## config.mk

```make
export PLATFORM = sky130hd
export DESIGN_NAME = three_wire_serial_master_core_flat
export DESIGN_NICKNAME = d
export VERILOG_FILES = /design/src/rtl/tws_pkg.sv /design/src/rtl/tws_if.sv /design/src/rtl/three_wire_serial_master_core.sv /design/src/rtl/tws_step.sv /design/src/rtl/tws_outbuf.sv /design/src/flat_wrapper.sv
export SDC_FILE = /design/constraint.sdc
export NUM_CORES = 1
export LEC_CHECK = 0
export BUFFER_PORTS_ARGS = -buffer_cell sky130_fd_sc_hd__buf_2
export CAP_MARGIN = 20
export CORE_MARGIN = 2
export CORE_UTILIZATION = 40
export CTS_CLUSTER_SIZE = 28
export DETAILED_ROUTE_END_ITERATION = 10
export GPL_ROUTABILITY_DRIVEN = 0
export SLEW_MARGIN = 20
export SYNTH_ARGS = -nofsm -noshare
export SYNTH_HDL_FRONTEND = slang
export SYNTH_SLANG_ARGS = --single-unit
```

## constraint.sdc

```tcl
create_clock -name clk -period 2.8 [get_ports clk]
set_input_delay 0.14 -clock clk [delete_from_list [all_inputs] [get_ports clk]]
set_output_delay 0.14 -clock clk [all_outputs]
set_load 0.1 [all_outputs]
```

## src/rtl/tws_pkg.sv

```systemverilog
// ----------------------------------------------------------------------------
// tws_pkg
// Shared types and codes for the three-wire serial master.
// ----------------------------------------------------------------------------
package tws_pkg;

  localparam int unsigned CfgIdxW = 2;
  localparam int unsigned CfgDataW = 16;
  localparam int unsigned CountW = 16;

  localparam logic [CfgIdxW-1:0] CFG_HALF_PERIOD = 2'd0;
  localparam logic [CfgIdxW-1:0] CFG_ENABLE_SETUP = 2'd1;

  localparam logic [CountW-1:0] HALF_PERIOD_RESET = 16'd2;
  localparam logic [CountW-1:0] ENABLE_SETUP_RESET = 16'd4;

  localparam logic [1:0] REQ_IDLE = 2'd0;
  localparam logic [1:0] REQ_START = 2'd1;
  localparam logic [1:0] REQ_WRITE = 2'd2;
  localparam logic [1:0] REQ_READ = 2'd3;

  localparam logic [2:0] LAST_BIT = 3'd7;

  typedef enum logic [5:0] {
    PH_IDLE  = 6'b000001,
    PH_SETUP = 6'b000010,
    PH_WLOW  = 6'b000100,
    PH_WHIGH = 6'b001000,
    PH_RHIGH = 6'b010000,
    PH_RLOW  = 6'b100000
  } phase_t;

  typedef struct packed {
    logic [1:0] req_type;
    logic [7:0] byte_value;
    logic       end_frame;
    logic       io_in;
  } req_t;

  typedef struct packed {
    logic       ce_pin;
    logic       sclk_pin;
    logic       io_out;
    logic       io_drive;
    logic       busy_res;
    logic       read_valid;
    logic [7:0] read_byte;
    logic       rejected;
  } res_t;

endpackage

```

## src/rtl/tws_if.sv

```systemverilog
// ----------------------------------------------------------------------------
// tws_if
// Request, result and configuration channel interfaces.
// ----------------------------------------------------------------------------
interface tws_req_if;
  logic       valid;
  logic       ready;
  logic [1:0] req_type;
  logic [7:0] byte_value;
  logic       end_frame;
  logic       io_in;
  modport source (output valid, req_type, byte_value, end_frame, io_in, input ready);
  modport sink (input valid, req_type, byte_value, end_frame, io_in, output ready);
endinterface

interface tws_res_if;
  logic       valid;
  logic       ready;
  logic       ce_pin;
  logic       sclk_pin;
  logic       io_out;
  logic       io_drive;
  logic       busy_res;
  logic       read_valid;
  logic [7:0] read_byte;
  logic       rejected;
  modport source (output valid, ce_pin, sclk_pin, io_out, io_drive, busy_res, read_valid,
                  read_byte, rejected, input ready);
  modport sink (input valid, ce_pin, sclk_pin, io_out, io_drive, busy_res, read_valid,
                read_byte, rejected, output ready);
endinterface

interface tws_cfg_if;
  logic                          valid;
  logic                          ready;
  logic [tws_pkg::CfgIdxW-1:0]   index;
  logic [tws_pkg::CfgDataW-1:0]  data;
  modport source (output valid, index, data, input ready);
  modport sink (input valid, index, data, output ready);
endinterface

```

## src/rtl/three_wire_serial_master_core.sv

```systemverilog
// ----------------------------------------------------------------------------
// three_wire_serial_master_core
// Tick-driven master for a chip enable / clock / data three-wire link.
// ----------------------------------------------------------------------------
// Every request on in_if is one time tick. It may start a frame and send a
// command byte, write a data byte, read a byte, or do nothing, and it yields
// exactly one result on out_if: the pin levels after that tick, the busy
// flag, a completed read byte and a reject flag.
// The state advances at the accepting edge and the result is registered in
// the output buffer at that edge. One request is accepted every cycle while
// in_if holds ready; the combinational next-state logic in tws_step sets
// that figure.
// When the receiver stalls, a skid stage holds one more result, and in_if
// drops ready only when both result slots are full, so no result is lost.
// cfg_if writes the half-period count (index 0) and the enable setup count
// (index 1); it is always ready and is meant to be used while idle.
// Synchronous reset puts the link idle with all pins low, the data line
// released, and the counts at their defaults of 2 and 4 ticks.
// ----------------------------------------------------------------------------
module three_wire_serial_master_core (
  input  logic  clk,
  input  logic  rst_n,
  tws_req_if.sink   in_if,
  tws_res_if.source out_if,
  tws_cfg_if.sink   cfg_if
);

  tws_pkg::req_t req;
  tws_pkg::res_t step_res, out_res;
  logic          accept;

  // Requests advance the link only when the output side can take the result.
  assign accept = in_if.valid && in_if.ready;
  assign cfg_if.ready = 1'b1;

  always_comb begin
    req.req_type   = in_if.req_type;
    req.byte_value = in_if.byte_value;
    req.end_frame  = in_if.end_frame;
    req.io_in      = in_if.io_in;
  end

  tws_step u_step (
    .clk      (clk),
    .rst_n    (rst_n),
    .step_en  (accept),
    .req      (req),
    .cfg_we   (cfg_if.valid),
    .cfg_idx  (cfg_if.index),
    .cfg_data (cfg_if.data),
    .res      (step_res)
  );

  tws_outbuf u_outbuf (
    .clk        (clk),
    .rst_n      (rst_n),
    .push_valid (in_if.valid),
    .push_ready (in_if.ready),
    .push_data  (step_res),
    .pop_valid  (out_if.valid),
    .pop_ready  (out_if.ready),
    .pop_data   (out_res)
  );

  // Result fields are unpacked onto the interface by name.
  assign out_if.ce_pin     = out_res.ce_pin;
  assign out_if.sclk_pin   = out_res.sclk_pin;
  assign out_if.io_out     = out_res.io_out;
  assign out_if.io_drive   = out_res.io_drive;
  assign out_if.busy_res   = out_res.busy_res;
  assign out_if.read_valid = out_res.read_valid;
  assign out_if.read_byte  = out_res.read_byte;
  assign out_if.rejected   = out_res.rejected;

endmodule

```

## src/rtl/tws_step.sv

```systemverilog
// ----------------------------------------------------------------------------
// tws_step
// Link state registers and the one-tick next-state logic.
// ----------------------------------------------------------------------------
module tws_step (
  input  logic                         clk,
  input  logic                         rst_n,
  input  logic                         step_en,
  input  tws_pkg::req_t                req,
  input  logic                         cfg_we,
  input  logic [tws_pkg::CfgIdxW-1:0]  cfg_idx,
  input  logic [tws_pkg::CfgDataW-1:0] cfg_data,
  output tws_pkg::res_t                res
);

  logic [tws_pkg::CountW-1:0] half_r, setup_r;
  tws_pkg::phase_t            phase_r, phase_nxt;
  logic [tws_pkg::CountW-1:0] wait_r, wait_nxt;
  logic [2:0]                 bit_r, bit_nxt;
  logic [7:0]                 shift_r, shift_nxt;
  logic                       frame_r, frame_nxt;
  logic                       close_r, close_nxt;
  logic                       ce_r, ce_nxt, sclk_r, sclk_nxt;
  logic                       io_r, io_nxt, drv_r, drv_nxt;
  logic [tws_pkg::CountW-1:0] hp, wc;
  logic                       rej, valid;

  // A zero count behaves as one.
  assign hp = (half_r == '0) ? tws_pkg::CountW'(1) : half_r;
  assign wc = wait_r - tws_pkg::CountW'(1);

  always_comb begin
    phase_nxt = phase_r;
    wait_nxt  = wait_r;
    bit_nxt   = bit_r;
    shift_nxt = shift_r;
    frame_nxt = frame_r;
    close_nxt = close_r;
    ce_nxt    = ce_r;
    sclk_nxt  = sclk_r;
    io_nxt    = io_r;
    drv_nxt   = drv_r;
    rej       = 1'b0;
    valid     = 1'b0;
    if (phase_r != tws_pkg::PH_IDLE) begin
      rej      = (req.req_type != tws_pkg::REQ_IDLE);
      wait_nxt = wc;
      if (wc == '0) begin
        case (phase_r)
          tws_pkg::PH_SETUP: begin
            bit_nxt   = '0;
            drv_nxt   = 1'b1;
            io_nxt    = shift_r[0];
            sclk_nxt  = 1'b0;
            wait_nxt  = hp;
            phase_nxt = tws_pkg::PH_WLOW;
          end
          tws_pkg::PH_WLOW: begin
            sclk_nxt  = 1'b1;
            wait_nxt  = hp;
            phase_nxt = tws_pkg::PH_WHIGH;
          end
          tws_pkg::PH_WHIGH: begin
            shift_nxt = {1'b0, shift_r[7:1]};
            if (bit_r == tws_pkg::LAST_BIT) begin
              phase_nxt = tws_pkg::PH_IDLE;
              wait_nxt  = '0;
              if (close_r) begin
                sclk_nxt  = 1'b0;
                ce_nxt    = 1'b0;
                frame_nxt = 1'b0;
                close_nxt = 1'b0;
              end
            end else begin
              bit_nxt   = bit_r + 3'd1;
              drv_nxt   = 1'b1;
              io_nxt    = shift_r[1];
              sclk_nxt  = 1'b0;
              wait_nxt  = hp;
              phase_nxt = tws_pkg::PH_WLOW;
            end
          end
          tws_pkg::PH_RHIGH: begin
            sclk_nxt  = 1'b0;
            wait_nxt  = hp;
            phase_nxt = tws_pkg::PH_RLOW;
          end
          tws_pkg::PH_RLOW: begin
            shift_nxt = {req.io_in, shift_r[7:1]};
            if (bit_r == tws_pkg::LAST_BIT) begin
              valid     = 1'b1;
              phase_nxt = tws_pkg::PH_IDLE;
              wait_nxt  = '0;
              if (close_r) begin
                sclk_nxt  = 1'b0;
                ce_nxt    = 1'b0;
                frame_nxt = 1'b0;
                close_nxt = 1'b0;
              end
            end else begin
              bit_nxt   = bit_r + 3'd1;
              drv_nxt   = 1'b0;
              sclk_nxt  = 1'b1;
              wait_nxt  = hp;
              phase_nxt = tws_pkg::PH_RHIGH;
            end
          end
          default: begin
            phase_nxt = tws_pkg::PH_IDLE;
            wait_nxt  = '0;
          end
        endcase
      end
    end else begin
      case (req.req_type)
        tws_pkg::REQ_START: begin
          sclk_nxt  = 1'b0;
          ce_nxt    = 1'b1;
          frame_nxt = 1'b1;
          close_nxt = req.end_frame;
          shift_nxt = req.byte_value;
          bit_nxt   = '0;
          wait_nxt  = (setup_r == '0) ? tws_pkg::CountW'(1) : setup_r;
          phase_nxt = tws_pkg::PH_SETUP;
        end
        tws_pkg::REQ_WRITE: begin
          if (!frame_r) begin
            rej = 1'b1;
          end else begin
            close_nxt = req.end_frame;
            bit_nxt   = '0;
            shift_nxt = req.byte_value;
            drv_nxt   = 1'b1;
            io_nxt    = req.byte_value[0];
            sclk_nxt  = 1'b0;
            wait_nxt  = hp;
            phase_nxt = tws_pkg::PH_WLOW;
          end
        end
        tws_pkg::REQ_READ: begin
          if (!frame_r) begin
            rej = 1'b1;
          end else begin
            close_nxt = req.end_frame;
            bit_nxt   = '0;
            shift_nxt = '0;
            drv_nxt   = 1'b0;
            sclk_nxt  = 1'b1;
            wait_nxt  = hp;
            phase_nxt = tws_pkg::PH_RHIGH;
          end
        end
        default: begin
        end
      endcase
    end
  end

  always_comb begin
    res.ce_pin     = ce_nxt;
    res.sclk_pin   = sclk_nxt;
    res.io_out     = io_nxt;
    res.io_drive   = drv_nxt;
    res.busy_res   = (phase_nxt != tws_pkg::PH_IDLE);
    res.read_valid = valid;
    res.read_byte  = valid ? shift_nxt : 8'd0;
    res.rejected   = rej;
  end

  always_ff @(posedge clk) begin
    if (!rst_n) begin
      half_r  <= tws_pkg::HALF_PERIOD_RESET;
      setup_r <= tws_pkg::ENABLE_SETUP_RESET;
    end else if (cfg_we) begin
      if (cfg_idx == tws_pkg::CFG_HALF_PERIOD) begin
        half_r <= cfg_data;
      end else if (cfg_idx == tws_pkg::CFG_ENABLE_SETUP) begin
        setup_r <= cfg_data;
      end
    end
  end

  always_ff @(posedge clk) begin
    if (!rst_n) begin
      phase_r <= tws_pkg::PH_IDLE;
      wait_r  <= '0;
      bit_r   <= '0;
      shift_r <= '0;
      frame_r <= 1'b0;
      close_r <= 1'b0;
      ce_r    <= 1'b0;
      sclk_r  <= 1'b0;
      io_r    <= 1'b0;
      drv_r   <= 1'b0;
    end else if (step_en) begin
      phase_r <= phase_nxt;
      wait_r  <= wait_nxt;
      bit_r   <= bit_nxt;
      shift_r <= shift_nxt;
      frame_r <= frame_nxt;
      close_r <= close_nxt;
      ce_r    <= ce_nxt;
      sclk_r  <= sclk_nxt;
      io_r    <= io_nxt;
      drv_r   <= drv_nxt;
    end
  end

endmodule

```

## src/rtl/tws_outbuf.sv

```systemverilog
// ----------------------------------------------------------------------------
// tws_outbuf
// Result register with a skid stage, so a stalled receiver costs no ticks.
// ----------------------------------------------------------------------------
module tws_outbuf (
  input  logic          clk,
  input  logic          rst_n,
  input  logic          push_valid,
  output logic          push_ready,
  input  tws_pkg::res_t push_data,
  output logic          pop_valid,
  input  logic          pop_ready,
  output tws_pkg::res_t pop_data
);

  logic          main_v_r, skid_v_r;
  tws_pkg::res_t main_r, skid_r;
  logic          push, pop;

  assign push_ready = !skid_v_r;
  assign push       = push_valid && !skid_v_r;
  assign pop        = main_v_r && pop_ready;
  assign pop_valid  = main_v_r;
  assign pop_data   = main_r;

  always_ff @(posedge clk) begin
    if (!rst_n) begin
      main_v_r <= 1'b0;
      skid_v_r <= 1'b0;
    end else if (!main_v_r) begin
      main_v_r <= push;
    end else if (pop) begin
      if (skid_v_r) begin
        skid_v_r <= 1'b0;
      end else begin
        main_v_r <= push;
      end
    end else if (push) begin
      skid_v_r <= 1'b1;
    end
  end

  always_ff @(posedge clk) begin
    if (!main_v_r || (pop && !skid_v_r)) begin
      main_r <= push_data;
    end else if (pop) begin
      main_r <= skid_r;
    end
    if (main_v_r && !pop && push) begin
      skid_r <= push_data;
    end
  end

endmodule

```

## src/flat_wrapper.sv

```systemverilog
// flat-port wrapper written by rule: the top's interface ports become plain ports
module three_wire_serial_master_core_flat 
  (clk, rst_n, in_if_valid, in_if_req_type, in_if_byte_value, in_if_end_frame, in_if_io_in, in_if_ready, out_if_valid, out_if_ce_pin, out_if_sclk_pin, out_if_io_out, out_if_io_drive, out_if_busy_res, out_if_read_valid, out_if_read_byte, out_if_rejected, out_if_ready, cfg_if_valid, cfg_if_index, cfg_if_data, cfg_if_ready);
  tws_req_if in_if_i ();
  tws_res_if out_if_i ();
  tws_cfg_if cfg_if_i ();
  input  logic clk;
  input  logic rst_n;
  input wire logic [$bits(in_if_i.valid)-1:0] in_if_valid;
  input wire logic [$bits(in_if_i.req_type)-1:0] in_if_req_type;
  input wire logic [$bits(in_if_i.byte_value)-1:0] in_if_byte_value;
  input wire logic [$bits(in_if_i.end_frame)-1:0] in_if_end_frame;
  input wire logic [$bits(in_if_i.io_in)-1:0] in_if_io_in;
  output wire logic [$bits(in_if_i.ready)-1:0] in_if_ready;
  output wire logic [$bits(out_if_i.valid)-1:0] out_if_valid;
  output wire logic [$bits(out_if_i.ce_pin)-1:0] out_if_ce_pin;
  output wire logic [$bits(out_if_i.sclk_pin)-1:0] out_if_sclk_pin;
  output wire logic [$bits(out_if_i.io_out)-1:0] out_if_io_out;
  output wire logic [$bits(out_if_i.io_drive)-1:0] out_if_io_drive;
  output wire logic [$bits(out_if_i.busy_res)-1:0] out_if_busy_res;
  output wire logic [$bits(out_if_i.read_valid)-1:0] out_if_read_valid;
  output wire logic [$bits(out_if_i.read_byte)-1:0] out_if_read_byte;
  output wire logic [$bits(out_if_i.rejected)-1:0] out_if_rejected;
  input wire logic [$bits(out_if_i.ready)-1:0] out_if_ready;
  input wire logic [$bits(cfg_if_i.valid)-1:0] cfg_if_valid;
  input wire logic [$bits(cfg_if_i.index)-1:0] cfg_if_index;
  input wire logic [$bits(cfg_if_i.data)-1:0] cfg_if_data;
  output wire logic [$bits(cfg_if_i.ready)-1:0] cfg_if_ready;
  assign in_if_i.valid = in_if_valid;
  assign in_if_i.req_type = in_if_req_type;
  assign in_if_i.byte_value = in_if_byte_value;
  assign in_if_i.end_frame = in_if_end_frame;
  assign in_if_i.io_in = in_if_io_in;
  assign in_if_ready = in_if_i.ready;
  assign out_if_valid = out_if_i.valid;
  assign out_if_ce_pin = out_if_i.ce_pin;
  assign out_if_sclk_pin = out_if_i.sclk_pin;
  assign out_if_io_out = out_if_i.io_out;
  assign out_if_io_drive = out_if_i.io_drive;
  assign out_if_busy_res = out_if_i.busy_res;
  assign out_if_read_valid = out_if_i.read_valid;
  assign out_if_read_byte = out_if_i.read_byte;
  assign out_if_rejected = out_if_i.rejected;
  assign out_if_i.ready = out_if_ready;
  assign cfg_if_i.valid = cfg_if_valid;
  assign cfg_if_i.index = cfg_if_index;
  assign cfg_if_i.data = cfg_if_data;
  assign cfg_if_ready = cfg_if_i.ready;
  three_wire_serial_master_core u_core (.clk(clk), .rst_n(rst_n), .in_if(in_if_i), .out_if(out_if_i), .cfg_if(cfg_if_i));
endmodule
```

==> results.py <==
metrics = {
    "sta": {
        "fmax_mhz": 363,
        "setup_viol": 0,
        "finalCritPeriodShare_pct": 98.5,
        "final_hold_viol_count": 0,
        "hold_slack_ps": 15.5,
        "grt_setup_unrepaired": "yes",
        "fin_crit_ps": 2760,
        "tightest_slew_ps": 816,
        "fin_skew_ps": 7.37,
        "maxSlewHeadroom_pct": 45.6,
        "report.final.slew_viol_count": 0,
    },
    "routing": {
        "wl_per_cell_um": 17.1,
        "drc": 0,
        "antenna_left": 0,
        "drt_pass1_iterations": 6,
        "drt-total-wl_um": 16000,
        "vias": 5400,
        "vias_per_cell": 5.79,
        "drt_iter0_markers": 384,
    },
    "pwr": {
        "ir_drop_uv": 383,
        "power_density_nw_per_um2": 624,
        "p_leak_nw": 2.59,
        "p_total_mw": 4.27,
    },
    "layout": {
        "final-seq-area_um2": 2360,
        "num_antenna_cells": 0,
        "nets": 786,
        "drive_above_1_share_pct": 23.5,
        "fill_cells": 1307,
        "area.growth.synth_to_final_pct": 21.1,
        "multiInputGateArea_um2": 3150,
    },
    "min_path": {
        "hp-class": "in -> reg",
        "min_from": "cfg_if_data[1]",
        "hold_depth": 3,
        "hold_end": "u_core.u_step.half_r[1]",
    },
    "synth": {
        "yosysSeqAreaShare_pct": 41.8,
        "synth_nets": 709,
        "ys_warn_count": 0,
        "async_flop_share_pct": 0,
        "synth-edff-count": 30,
        "synth.top_cell.area_share_pct": 25.9,
        "synthCells": 670,
        "synth_area_per_cell_um2": 8.43,
        "synthFlopType": "dfxtp_1",
        "synthTopCellsByArea": "dfxtp_1 26%, edfxtp_1 16%, nand2_1 7.8%, a21oi_1 6.6%, nor2_1 3.0%",
        "yosysUniqueCellTypes": 77,
        "synth_area_um2": 5650,
        "synth_seq_cells": 103,
        "synth_top_area_cell": "dfxtp_1",
    },
    "cts": {
        "clk_pin_slew_ps": 70,
        "cts_buffers": 9,
        "ctsLongestPathBuffers": 2,
        "clkLatencyLatePin_ps": 350,
        "cts_tree": "yes",
        "clock_sinks": 103,
        "htreeDepth": 3,
        "root_buffer": "clkbuf_16",
    },
    "floorplanning": {
        "rows": 43,
        "dieHeight_um": 123,
        "core_area_um2": 13800,
        "die_area_um2": 15100,
        "io_pins": 53,
        "start_util_pct": 40.8,
        "fp.dieW_um": 123,
    },
    "critical_path": {
        "r2r_start": "u_core.u_step.wait_r[1]",
        "start_kind": "register",
        "worstPathRequired_ps": 2910,
        "crit_arrival_ps": 2860,
        "crit_type": "reg -> reg",
        "rrSetupSlack_ps": 40,
        "r2r_end": "u_core.u_outbuf.pop_data[14]",
        "worstPathMaxFanout": 5,
        "r2r_cells": 10,
        "cp-end-kind": "register",
    },
    "placed_design": {
        "portBuffers": 51,
        "hpwl_um": 11500,
    },
    "grt": {
        "grt_first_pass_wirelength_um": 26100,
        "grt_max_degree": 36,
        "antenna_found_initial": 0,
        "grt-ovfl-total": 0,
        "track_usage_pct": 22.0,
        "grt_pass1_vias": 5067,
    },
    "outcome": {
        "status": "finished clean",
    },
    "flow_run": {
        "max_cap_viol_count": 0,
    },
}
-- where the power goes --
part	leakage, nW	switching [mW]	internal, mW
Sequential	0.915	0.0963	1.63
Combinational	1.53	0.820	0.468
Clock	0.149	0.595	0.653
-- routing by layer --
metal	part of all wire, %	GRT usage, %
met1	46	30.0
met2	46	35.3
met3	6.2	4.60
met4	2.3	6.25
met5	0	0
-- cells by family after synthesis --
kind of cell / after synthesis / synth area share [%]
flip-flops: 103 / 41.8
adder cells (fa/ha/maj): 4 / 0.886
AND/OR/NAND/NOR: 276 / 24.4
other: 1 / 0.0664
buffers and inverters: 61 / 4.74
multiplexers: 19 / 3.43
AO/OA/AOI/OAI: 194 / 22.8
XOR/XNOR: 12 / 1.86
-- placed cells by master (no fill, tap or decap), types with 9 or more instances in the layout --
cell	Yosys	routed
nor2_1	45	45
nor3_1	15	15
buf_4	1	59
nand2_1	118	118
o22ai_1	9	9
a21oi_1	75	73
o21ai_0	29	28
dfxtp_1	73	72
nand3_1	21	19
and2_1	11	11
clkbuf_16	0	9
a221oi_1	13	13
edfxtp_1	30	30
mux2i_1	16	16
o31ai_1	11	9
buf_2	10	51
nor4_1	17	16
-- cells in the mapped netlist (9+ instances only) --
library cell / count
a21oi_1: 75
clkbuf_1: 36
dfxtp_1: 73
a221oi_1: 13
buf_2: 10
nand3_1: 21
o22ai_1: 9
nor2_1: 45
nor4_1: 17
o31ai_1: 11
nor3_1: 15
inv_1: 10
nand2_1: 118
and2_1: 11
mux2i_1: 16
edfxtp_1: 30
o21ai_0: 29
-- metrics by stage --
| stage | utilization (%) | cells | setup WS [ps] | cell area (um^2) | TNS, ps |
|---|---|---|---|---|---|
| floorplan | - | 670 | 24.1 | 5660 | 0 |
| global placement | 45.9 | 906 | 70.3 | 6350 | 0 |
| detailed placement | 45.9 | 906 | -35.1 | 6350 | -156 |
| CTS | 48.3 | 923 | 10.3 | 6680 | 0 |
| global route | 49.5 | 932 | -58.1 | 6840 | -200 |
| finish | 49.5 | 932 | 41.7 | 6840 | 0 |
-- flip-flops by register name, indices dropped and copies added (netlist names) --
signal / cells
u_core.u_outbuf.pop_valid: 1
u_core.u_outbuf.skid_r: 15
u_core.u_step.drv_r: 1
u_core.u_outbuf.pop_data: 15
u_core.u_step.bit_r: 3
u_core.u_step.wait_r: 16
u_core.u_step.io_r: 1
u_core.u_step.sclk_r: 1
u_core.u_step.half_r: 16
u_core.u_step.shift_r: 8
u_core.u_step.phase_r: 6
u_core.u_step.setup_r: 16
u_core.u_step.close_r: 1
u_core.u_step.ce_r: 1
u_core.u_step.frame_r: 1
u_core.u_outbuf.skid_v_r: 1
-- worst max-delay path by stage --
stage / from / endpoint / cells past startpoint
final: u_core.u_step.wait_r[1] / u_core.u_outbuf.pop_data[14] / 10
after global routing: u_core.u_step.wait_r[1] / u_core.u_outbuf.pop_data[14] / 9
after CTS: u_core.u_step.wait_r[1] / u_core.u_step.wait_r[1] / 10
after detailed placement: u_core.u_step.wait_r[1] / u_core.u_outbuf.pop_data[8] / 9
after global placement: u_core.u_step.wait_r[1] / u_core.u_outbuf.skid_r[3] / 10
after floorplan: u_core.u_step.wait_r[1] / u_core.u_outbuf.pop_data[14] / 10
-- critical path, stage by stage, from the launching register on --
cell and delay, ps:
dfxtp_2 320, inv_2 70, ha_4 130, or4b_4 500, buf_6 150, o31ai_2 170
nand4b_1 240, nand2_2 210, and4_1 240, a41oi_2 170, mux2_4 300
-- final cells by class --
cell class | count | share of cell area, %
sequential | 103 | 34.6
inverter | 10 | 0.549
clock buffer | 9 | 3.29
clock inverter | 7 | 0.878
multi-input combinational | 507 | 46.0
tap | 180 | 3.29
timing repair buffer | 116 | 11.4
-- timing repair --
action,CTS,global route
hold buffers,1,0
gates cloned,0,1
endpoints found under the hold margin,1,0
resized for setup,6,19
pin swaps,1,11
buffers inserted,0,8
setup endpoints to repair,23,47
No activity file was read; power rests on OpenSTA's default activity.
